<file path="src/hw/rtl/esp_pkg.sv">
// Package for the encoder speed PID controller.
// Constants, configuration register indexes, sequencer states and divider structs.
// No dependencies.
package esp_pkg;

  localparam int unsigned DIV_W     = 30;
  localparam int unsigned DIV_CNT_W = 5;

  localparam logic [DIV_W-1:0] RPM_NUM      = 30'd663540000;
  localparam int unsigned      PERIOD_SHIFT = 9;
  localparam logic [12:0]      SPEED_MAX    = 13'd7000;
  localparam logic [15:0]      INTEG_MAX    = 16'd60000;
  localparam logic [17:0]      ZERO_BLEED   = 18'd20;
  localparam logic [9:0]       KI_SCALE     = 10'd1000;
  localparam logic [7:0]       STALL_TICKS  = 8'd5;
  localparam logic [7:0]       STALL_SAT    = 8'hff;

  localparam logic [9:0] PWM_LIMIT_RST   = 10'd511;
  localparam logic [7:0] KP_DIV_RST      = 8'd3;
  localparam logic [7:0] KI_DIV_RST      = 8'd3;
  localparam logic [7:0] KD_GAIN_RST     = 8'd2;
  localparam logic [7:0] SAMPLE_TIME_RST = 8'd33;

  localparam logic [2:0] CFG_PWM_LIMIT   = 3'd0;
  localparam logic [2:0] CFG_KP_DIV      = 3'd1;
  localparam logic [2:0] CFG_KI_DIV      = 3'd2;
  localparam logic [2:0] CFG_KD_GAIN     = 3'd3;
  localparam logic [2:0] CFG_SAMPLE_TIME = 3'd4;

  localparam logic OP_EDGE = 1'b0;
  localparam logic OP_TICK = 1'b1;

  typedef enum logic [3:0] {
    ST_IDLE,
    ST_AVG,
    ST_RPM,
    ST_PROP,
    ST_INTEG,
    ST_DERIV,
    ST_MUL,
    ST_EMIT
  } esp_state_e;

  typedef struct packed {
    logic                 start;
    logic [DIV_CNT_W-1:0] nbits;
    logic [DIV_W-1:0]     dividend;
    logic [DIV_W-1:0]     divisor;
  } div_req_t;

  typedef struct packed {
    logic             done;
    logic [DIV_W-1:0] quot;
  } div_rsp_t;

endpackage

</file>
<file path="src/hw/rtl/esp_div.sv">
// Bit-serial restoring divider, one quotient bit per cycle.
// Runs nbits steps on a dividend of at most nbits bits. Depends on esp_pkg.
module esp_div (
  input  logic             clk_i,
  input  logic             rst_ni,
  input  esp_pkg::div_req_t req_i,
  output esp_pkg::div_rsp_t rsp_o
);
  import esp_pkg::*;

  logic                 busy_q, busy_d;
  logic                 done_q, done_d;
  logic [DIV_CNT_W-1:0] cnt_q, cnt_d;
  logic [DIV_W-1:0]     rem_q, rem_d;
  logic [DIV_W-1:0]     quo_q, quo_d;
  logic [DIV_W-1:0]     dvs_q, dvs_d;
  logic [DIV_W:0]       trial;
  logic [DIV_W+1:0]     diff;
  logic                 ge;

  assign trial = {rem_q, quo_q[DIV_W-1]};
  assign diff  = {1'b0, trial} - {2'b00, dvs_q};
  assign ge    = ~diff[DIV_W+1];

  always_comb begin
    busy_d = busy_q;
    done_d = 1'b0;
    cnt_d  = cnt_q;
    rem_d  = rem_q;
    quo_d  = quo_q;
    dvs_d  = dvs_q;
    if (req_i.start) begin
      busy_d = 1'b1;
      cnt_d  = req_i.nbits;
      rem_d  = '0;
      quo_d  = req_i.dividend << (DIV_CNT_W'(DIV_W) - req_i.nbits);
      dvs_d  = req_i.divisor;
    end else if (busy_q) begin
      rem_d = ge ? diff[DIV_W-1:0] : trial[DIV_W-1:0];
      quo_d = {quo_q[DIV_W-2:0], ge};
      cnt_d = cnt_q - DIV_CNT_W'(1);
      if (cnt_q == DIV_CNT_W'(1)) begin
        busy_d = 1'b0;
        done_d = 1'b1;
      end
    end
  end

  always_ff @(posedge clk_i or negedge rst_ni) begin
    if (!rst_ni) begin
      busy_q <= 1'b0;
      done_q <= 1'b0;
      cnt_q  <= '0;
    end else begin
      busy_q <= busy_d;
      done_q <= done_d;
      cnt_q  <= cnt_d;
    end
  end

  always_ff @(posedge clk_i) begin
    rem_q <= rem_d;
    quo_q <= quo_d;
    dvs_q <= dvs_d;
  end

  assign rsp_o.done = done_q;
  assign rsp_o.quot = quo_q;

endmodule

</file>
<file path="src/hw/rtl/encoder_speed_pid_controller.sv">
// Encoder speed measurement and PID speed controller, top level.
// Depends on esp_pkg and esp_div.
//
// Input stream: tuser carries the kind of item (0 encoder edge, 1 control tick).
// An edge item updates the last timestamp and, unless timer_fault is set, the
// stored edge period, and clears the stall count; it gives no result. A tick
// item averages the period history into a speed in rpm (zero when stalled)
// and runs the PID loop; it gives one result item with the duty, the measured
// speed and the stall flag. All divisions of a tick run one after another on
// one shared bit-serial divider at one quotient bit per cycle: average
// (16+clog2(AVG_TAPS) bits), rpm (30), proportional (16), integral (24),
// derivative gain (8), then a multiply step and an output step. The rpm
// division is skipped when the average is zero, which keeps the last speed,
// and the average and rpm divisions both when the motor is stalled.
// The input is not ready while a tick is in work.
// The result sits in an output register; the next item is accepted while it
// waits. A tick that completes while the previous result is still not taken
// holds in its last step until the output register frees up.
// Reset loads the register defaults and clears all history; no clearing pass.
// Configuration writes act at once; the user makes them while idle; not checked.
module encoder_speed_pid_controller #(
  parameter int unsigned AVG_TAPS = 8
) (
  input  logic        clk_i,
  input  logic        rst_ni,
  input  logic        s_axis_tvalid_i,
  output logic        s_axis_tready_o,
  // [15:0] timestamp, [16] timer_fault, [32:17] target_speed, [39:33] zero
  input  logic [39:0] s_axis_tdata_i,
  // [0] op
  input  logic        s_axis_tuser_i,
  output logic        m_axis_tvalid_o,
  input  logic        m_axis_tready_i,
  // [9:0] pwm_duty, [22:10] measured_speed, [23] stalled
  output logic [23:0] m_axis_tdata_o,
  input  logic        cfg_we_i,
  input  logic [2:0]  cfg_idx_i,
  input  logic [9:0]  cfg_data_i
);
  import esp_pkg::*;

  localparam int unsigned SUM_W = 16 + $clog2(AVG_TAPS);

  esp_state_e state_q, state_d;

  logic [9:0] pwm_limit_q;
  logic [7:0] kp_div_q, ki_div_q, kd_gain_q, sample_time_q;

  logic [15:0]      last_stamp_q, edge_period_q;
  logic [15:0]      hist_q [AVG_TAPS];
  logic [SUM_W-1:0] sum_q;
  logic [12:0]      speed_q;
  logic [7:0]       twe_q;
  logic [15:0]      integ_q;
  logic [15:0]      prev_q;

  logic [15:0]        target_q;
  logic               stall_q;
  logic [15:0]        avg_q;
  logic signed [16:0] pterm_q;
  logic [13:0]        iterm_q;
  logic [7:0]         kdt_q;
  logic signed [25:0] dterm_q;

  logic        m_valid_q;
  logic [23:0] m_data_q;

  logic        div_launched_q;
  div_req_t    div_req;
  div_rsp_t    div_rsp;

  logic        accept, is_div_state, out_free, load_out;
  logic        stall_now;
  logic [15:0] in_stamp, in_target, period;
  logic        in_fault;
  logic [7:0]  kp_nz, ki_nz, t_nz;
  logic [17:0] ki_k;
  logic [23:0] ti;
  logic signed [15:0] e_s;
  logic [15:0]        e_abs;
  logic signed [17:0] integ_raw;
  logic [15:0]        integ_new;
  logic signed [16:0] ediff;
  logic signed [27:0] ysum;
  logic [9:0]         y_clamp;

  assign in_stamp  = s_axis_tdata_i[15:0];
  assign in_fault  = s_axis_tdata_i[16];
  assign in_target = s_axis_tdata_i[32:17];

  assign accept    = s_axis_tvalid_i && s_axis_tready_o;
  assign stall_now = twe_q >= STALL_TICKS;
  assign period    = in_stamp - last_stamp_q - {15'd0, (in_stamp <= last_stamp_q)};
  assign out_free  = !m_valid_q || m_axis_tready_i;

  assign kp_nz = (kp_div_q == 8'd0) ? 8'd1 : kp_div_q;
  assign ki_nz = (ki_div_q == 8'd0) ? 8'd1 : ki_div_q;
  assign t_nz  = (sample_time_q == 8'd0) ? 8'd1 : sample_time_q;
  assign ki_k  = 18'(ki_nz) * 18'(KI_SCALE);
  assign ti    = 24'(t_nz) * 24'(integ_q);

  assign e_s       = $signed(target_q - {3'd0, speed_q});
  assign e_abs     = e_s[15] ? (~e_s + 16'd1) : e_s;
  assign integ_raw = $signed({2'b00, integ_q}) + 18'(e_s)
                   - ((target_q == 16'd0) ? $signed(ZERO_BLEED) : 18'sd0);
  assign integ_new = integ_raw[17] ? 16'd0 :
                     (integ_raw > $signed({2'b00, INTEG_MAX})) ? INTEG_MAX :
                     integ_raw[15:0];
  assign ediff     = 17'(e_s) - 17'($signed(prev_q));

  assign ysum    = 28'(pterm_q) + $signed({14'd0, iterm_q}) + 28'(dterm_q);
  assign y_clamp = ysum[27] ? 10'd0 :
                   (ysum > $signed({18'd0, pwm_limit_q})) ? pwm_limit_q : ysum[9:0];

  assign is_div_state = (state_q == ST_AVG) || (state_q == ST_RPM) || (state_q == ST_PROP)
                     || (state_q == ST_INTEG) || (state_q == ST_DERIV);

  // next state
  always_comb begin
    state_d = state_q;
    case (state_q)
      ST_IDLE: begin
        if (accept && s_axis_tuser_i == OP_TICK) begin
          state_d = stall_now ? ST_PROP : ST_AVG;
        end
      end
      ST_AVG: begin
        if (div_rsp.done) begin
          state_d = (div_rsp.quot == '0) ? ST_PROP : ST_RPM;
        end
      end
      ST_RPM: begin
        if (div_rsp.done) state_d = ST_PROP;
      end
      ST_PROP: begin
        if (div_rsp.done) state_d = ST_INTEG;
      end
      ST_INTEG: begin
        if (div_rsp.done) state_d = ST_DERIV;
      end
      ST_DERIV: begin
        if (div_rsp.done) state_d = ST_MUL;
      end
      ST_MUL: state_d = ST_EMIT;
      ST_EMIT: begin
        if (out_free) state_d = ST_IDLE;
      end
      default: state_d = ST_IDLE;
    endcase
  end

  // outputs of the sequencer
  always_comb begin
    s_axis_tready_o  = (state_q == ST_IDLE);
    load_out         = (state_q == ST_EMIT) && out_free;
    div_req.start    = is_div_state && !div_launched_q;
    div_req.nbits    = '0;
    div_req.dividend = '0;
    div_req.divisor  = '0;
    case (state_q)
      ST_AVG: begin
        div_req.nbits    = DIV_CNT_W'(SUM_W);
        div_req.dividend = DIV_W'(sum_q);
        div_req.divisor  = DIV_W'(AVG_TAPS);
      end
      ST_RPM: begin
        div_req.nbits    = DIV_CNT_W'(DIV_W);
        div_req.dividend = RPM_NUM;
        div_req.divisor  = DIV_W'({avg_q, {PERIOD_SHIFT{1'b0}}});
      end
      ST_PROP: begin
        div_req.nbits    = DIV_CNT_W'(16);
        div_req.dividend = DIV_W'(e_abs);
        div_req.divisor  = DIV_W'(kp_nz);
      end
      ST_INTEG: begin
        div_req.nbits    = DIV_CNT_W'(24);
        div_req.dividend = DIV_W'(ti);
        div_req.divisor  = DIV_W'(ki_k);
      end
      ST_DERIV: begin
        div_req.nbits    = DIV_CNT_W'(8);
        div_req.dividend = DIV_W'(kd_gain_q);
        div_req.divisor  = DIV_W'(t_nz);
      end
      default: ;
    endcase
  end

  esp_div u_div (
    .clk_i  (clk_i),
    .rst_ni (rst_ni),
    .req_i  (div_req),
    .rsp_o  (div_rsp)
  );

  always_ff @(posedge clk_i or negedge rst_ni) begin
    if (!rst_ni) begin
      state_q        <= ST_IDLE;
      div_launched_q <= 1'b0;
      m_valid_q      <= 1'b0;
      pwm_limit_q    <= PWM_LIMIT_RST;
      kp_div_q       <= KP_DIV_RST;
      ki_div_q       <= KI_DIV_RST;
      kd_gain_q      <= KD_GAIN_RST;
      sample_time_q  <= SAMPLE_TIME_RST;
      last_stamp_q   <= '0;
      edge_period_q  <= '0;
      for (int i = 0; i < AVG_TAPS; i++) hist_q[i] <= '0;
      sum_q          <= '0;
      speed_q        <= '0;
      twe_q          <= '0;
      integ_q        <= '0;
      prev_q         <= '0;
    end else begin
      state_q <= state_d;

      if (div_req.start) begin
        div_launched_q <= 1'b1;
      end else if (div_rsp.done) begin
        div_launched_q <= 1'b0;
      end

      if (load_out) begin
        m_valid_q <= 1'b1;
      end else if (m_axis_tready_i) begin
        m_valid_q <= 1'b0;
      end

      if (cfg_we_i) begin
        case (cfg_idx_i)
          CFG_PWM_LIMIT:   pwm_limit_q   <= cfg_data_i;
          CFG_KP_DIV:      kp_div_q      <= cfg_data_i[7:0];
          CFG_KI_DIV:      ki_div_q      <= cfg_data_i[7:0];
          CFG_KD_GAIN:     kd_gain_q     <= cfg_data_i[7:0];
          CFG_SAMPLE_TIME: sample_time_q <= cfg_data_i[7:0];
          default: ;
        endcase
      end

      if (accept && s_axis_tuser_i == OP_EDGE) begin
        if (!in_fault) edge_period_q <= period;
        last_stamp_q <= in_stamp;
        twe_q        <= '0;
      end

      if (accept && s_axis_tuser_i == OP_TICK) begin
        if (stall_now) begin
          speed_q <= '0;
        end else begin
          for (int i = AVG_TAPS - 1; i > 0; i--) hist_q[i] <= hist_q[i-1];
          hist_q[0] <= edge_period_q;
          sum_q     <= sum_q - SUM_W'(hist_q[AVG_TAPS-1]) + SUM_W'(edge_period_q);
        end
        if (twe_q != STALL_SAT) twe_q <= twe_q + 8'd1;
      end

      if (state_q == ST_RPM && div_rsp.done) begin
        speed_q <= (div_rsp.quot > DIV_W'(SPEED_MAX)) ? 13'd0 : div_rsp.quot[12:0];
      end

      if (state_q == ST_PROP && div_rsp.done) begin
        integ_q <= integ_new;
      end

      if (load_out) begin
        prev_q <= e_s;
      end
    end
  end

  always_ff @(posedge clk_i) begin
    if (accept && s_axis_tuser_i == OP_TICK) begin
      target_q <= in_target;
      stall_q  <= stall_now;
    end
    if (state_q == ST_AVG && div_rsp.done) begin
      avg_q <= div_rsp.quot[15:0];
    end
    if (state_q == ST_PROP && div_rsp.done) begin
      pterm_q <= e_s[15] ? -$signed({1'b0, div_rsp.quot[15:0]})
                         : $signed({1'b0, div_rsp.quot[15:0]});
    end
    if (state_q == ST_INTEG && div_rsp.done) begin
      iterm_q <= div_rsp.quot[13:0];
    end
    if (state_q == ST_DERIV && div_rsp.done) begin
      kdt_q <= div_rsp.quot[7:0];
    end
    if (state_q == ST_MUL) begin
      dterm_q <= 26'($signed({1'b0, kdt_q})) * 26'(ediff);
    end
    if (load_out) begin
      m_data_q <= {stall_q, speed_q, y_clamp};
    end
  end

  assign m_axis_tvalid_o = m_valid_q;
  assign m_axis_tdata_o  = m_data_q;

`ifndef SYNTHESIS
  a_speed_range: assert property (@(posedge clk_i) disable iff (!rst_ni)
    speed_q <= SPEED_MAX)
    else $error("speed above maximum");

  a_integ_range: assert property (@(posedge clk_i) disable iff (!rst_ni)
    integ_q <= INTEG_MAX)
    else $error("integral above clamp");

  a_div_done_state: assert property (@(posedge clk_i) disable iff (!rst_ni)
    div_rsp.done |-> is_div_state && div_launched_q)
    else $error("divider result outside a division step");

  a_duty_limit: assert property (@(posedge clk_i) disable iff (!rst_ni)
    load_out |=> m_data_q[9:0] <= pwm_limit_q)
    else $error("duty above limit");

  a_stall_speed: assert property (@(posedge clk_i) disable iff (!rst_ni)
    load_out |=> !m_data_q[23] || m_data_q[22:10] == 13'd0)
    else $error("stalled result with nonzero speed");
`endif

endmodule

</file>
<file path="config.mk">
export PLATFORM = sky130hd
export DESIGN_NAME = encoder_speed_pid_controller
export DESIGN_NICKNAME = d
export VERILOG_FILES = /design/src/hw/rtl/esp_pkg.sv /design/src/hw/rtl/esp_div.sv /design/src/hw/rtl/encoder_speed_pid_controller.sv
export SDC_FILE = /design/constraint.sdc
export NUM_CORES = 2
export LEC_CHECK = 0
export BUFFER_PORTS_ARGS = -buffer_cell sky130_fd_sc_hd__clkbuf_2
export CORE_MARGIN = 5
export CORE_UTILIZATION = 60
export CTS_CLUSTER_SIZE = 40
export DETAILED_ROUTE_END_ITERATION = 10
export PLACE_DENSITY = 0.8
export SETUP_SLACK_MARGIN = 0.1
export SKIP_CTS_REPAIR_TIMING = 1
export SKIP_LAST_GASP = 1
export SYNTH_ARGS = -nofsm -noshare
export SYNTH_HDL_FRONTEND = slang
export SYNTH_SLANG_ARGS = --single-unit
</file>
<file path="constraint.sdc">
create_clock -name clk_i -period 8.4 [get_ports clk_i]
set_input_delay 0.42 -clock clk_i [delete_from_list [all_inputs] [get_ports clk_i]]
set_output_delay 0.42 -clock clk_i [all_outputs]
set_load 0.005 [all_outputs]
</file>
==> reports/qor.yml <==
status: "finished, final reports clean"
synth-compound-area-share_pct: 13.7
final_cell_mix: "inv_1, nand2_1, ha_1"
start_util_pct: 60.5
grt_max_degree: 99
wl_met2_microns: 45200
fin_crit_ns: 7.89
die_height_microns: 268
cts_tree: "yes"
cts_sinks: 493
fmax_mhz: 127
hpwl_microns: 73200
fin_area_sq_um: 43200
synth.distinct_cells: 97
synth_flop_cell: "dfrtp_1"
synth_top_area_share_pct: 17.0
fp-row-count: 94
seqPwrFrac_pct: 37.1
ios: 85
synth_cells: 4189
drc: 0
fin_tns_setup_ns: 0
num_vias: 30300
dpl.cell_count: 5036
fp.dieW_microns: 268
async_flop_share_pct: 58.0
postRouteAntennaNets: 0
synth_top_family_by_area: "adder cells"
p_comb_share_pct: 29.0
port_buffers: 77
synthDominantAreaCellType: "dfrtp_1"
finalCritPeriodShare_pct: 93.9
cts_root_buf: "clkbuf_16"
path_clk_slew_ns: 0.06
p_int_mw: 5.04
nets: 4883
startpoint_type: "register"
stdcell_count: 5140
cts_max_level: 2
numCtsBuffers: 53
gp_congestion: 0.987
postSynthAreaPerCell_sq_um: 9.51
muxShareOfSynthArea_pct: 5.45
synth_area_sq_um: 39800
cpMaxStageDelayCell: "fa_1"
leakage_nw: 20.6
cp_data_arrival_time_ns: 8.22
finalHoldViolCount: 0
grt_pass1_wl_microns: 158000
drv_slew: 0
grt_antenna_before_repair: 0
syn-num-nets: 4838
yosys_register_bits: 493
critical_path.n_buffers_inverters: 6
synth_enable_flop_cells: 177
wl_met3_microns: 6800
crit_cells: 34
clock_path_buffers: 3
critPathMaxStageDelay_ns: 0.55
path_max_fanout: 8
criticalPathCategory: "register to register"
reg2reg_depth: 34
synth_xor_area_share_pct: 3.73
clock_power_share_pct: 33.9
final.setup_skew_ns: 0.0181
area_growth_pct: 8.52
hp-class: "input pin to register"
firstDrtPassIters: 6
top_layer: "met4"
overflow: 0
power_switching_mw: 2.34
diodes: 0
setup-violations-final: 0
synth-simple-area-share_pct: 14.1
p_per_area_nw_per_um2: 171
crit_path_frequent_cell: "inv_1"
core_sq_um: 65900
hold_depth: 1
vias_per_cell: 5.90
grt_usage_pct: 27.1
worst_pin_slew_ns: 1.22
clock_latency_ns: 0.60
grt_pass1_vias: 30400
maxCapViolCount: 0
cpLargestDelayFamily: "adder cells"
synthTopCellsByArea: "dfrtp_1, edfxtp_1, fa_1"
drt_iter0_markers: 2390
dieArea_sq_um: 71600
yosys.area_share.adder_pct: 23.1
critPathCaptureType: "register"
grt_setup_unrepaired: "no"
fill_cells: 5102
switching_share_pct: 31.7
worst_ep_required_time_ns: 8.73
wl_met1_microns: 40000
irDropWorstVdd_uv: 199
avgRoutedWirePerCell_microns: 18.8
ys_warn_count: 0
placed_area_sq_um: 41200
mostFrequentLayoutCell: "inv_1"
relSlewSlack_pct: 18.7
synth.yosys.seq_area_share_pct: 32.9
routed_wirelength_microns: 96400
total_power_mw: 7.38
drive_above_1_share_pct: 10.3
==> state kept, by name, indices dropped and copies added, names as in the netlist, 5 cells and up <==
signal          cells
u_div.quo_q        30
sample_time_q       8
u_div.dvs_q        25
sum_q              19
ki_div_q            8
avg_q              16
twe_q               8
prev_q             16
target_q           16
kp_div_q            8
hist_q            128
speed_q            13
last_stamp_q       16
pterm_q            17
u_div.rem_q        30
edge_period_q      16
kdt_q               8
pwm_limit_q        10
m_axis_tdata_o     24
kd_gain_q           8
integ_q            16
u_div.cnt_q         5
iterm_q            14
dterm_q            26
==> layer usage <==
metal  global-route usage, %  vias up
li1                        -    14400
met1                    36.1    14700
met2                    44.5     1007
met3                    4.79      257
met4                    10.7        0
met5                       0        -
==> area by class of cell <==
type / instances / area [sq um] / share of cell area (%)
multi-input combinational: 2952 / 24100 / 55.7
sequential: 493 / 13100 / 30.3
inverter: 599 / 2250 / 5.20
clock buffer: 70 / 1480 / 3.42
tap: 864 / 1080 / 2.50
timing repair buffer: 135 / 846 / 1.96
clock inverter: 27 / 390 / 0.903
==> cell families (layout without fill, tap and decap cells) <==
kind of cell               Yosys count  after routing
buffers and inverters              744            831
and+or+nand+nor                   1146           1146
muxes                              193            193
adders and majority gates          590            590
AOI/OAI and AO/OA                  854            854
xor gates and xnor gates           169            169
DFF                                493            493
==> per-stage QoR <==
step / hold slack (ns) / worst slack, ns / util, %
global route: 0.0178 / 0.120 / 65.6
CTS: -0.134 / 0.135 / 65.4
finish: 0.0379 / 0.511 / 65.6
floorplan: 0.124 / 0.999 / -
detailed placement: 0.405 / 0.172 / 62.5
global placement: 0.405 / 0.287 / 62.5
==> synthesized netlist by cell type (all sizes together), types with 48 or more instances <==
| cell type | n |
|---|---|
| a21o | 55 |
| ha | 350 |
| o21ai | 263 |
| nor2b | 48 |
| and2 | 174 |
| dfrtp | 270 |
| nor2 | 225 |
| clkbuf | 129 |
| xnor2 | 107 |
| fa | 240 |
| mux2 | 150 |
| inv | 596 |
| nand2 | 371 |
| edfxtp | 177 |
| a21oi | 195 |
| xor2 | 62 |
| nand3 | 69 |
| nor3 | 68 |
==> power groups by stage <==
stage	Combinational [mW]	Clock (mW)	Sequential [mW]
2_1_floorplan	1.62	0	2.70
3_3_place_gp	2.07	0	2.77
3_5_place_dp	2.13	0	2.78
4_1_cts	2.15	2.54	2.73
5_1_grt	2.44	2.65	2.74
6_report	2.14	2.51	2.74
==> final timing paths <==
kind,slack [ns],start,to
worst max-delay path,0.51,target_q[0],dterm_q[25]
worst min-delay path,0.04,s_axis_tdata_i[25],target_q[8]
worst max register to register,0.51,target_q[0],dterm_q[25]
worst min register to register,0.42,stall_q,m_axis_tdata_o[23]
max in group asynchronous,6.45,rst_ni,ki_div_q[4]
min in group asynchronous,0.40,rst_ni,hist_q[93]
Note: power is estimated with default switching activity, not from simulation.
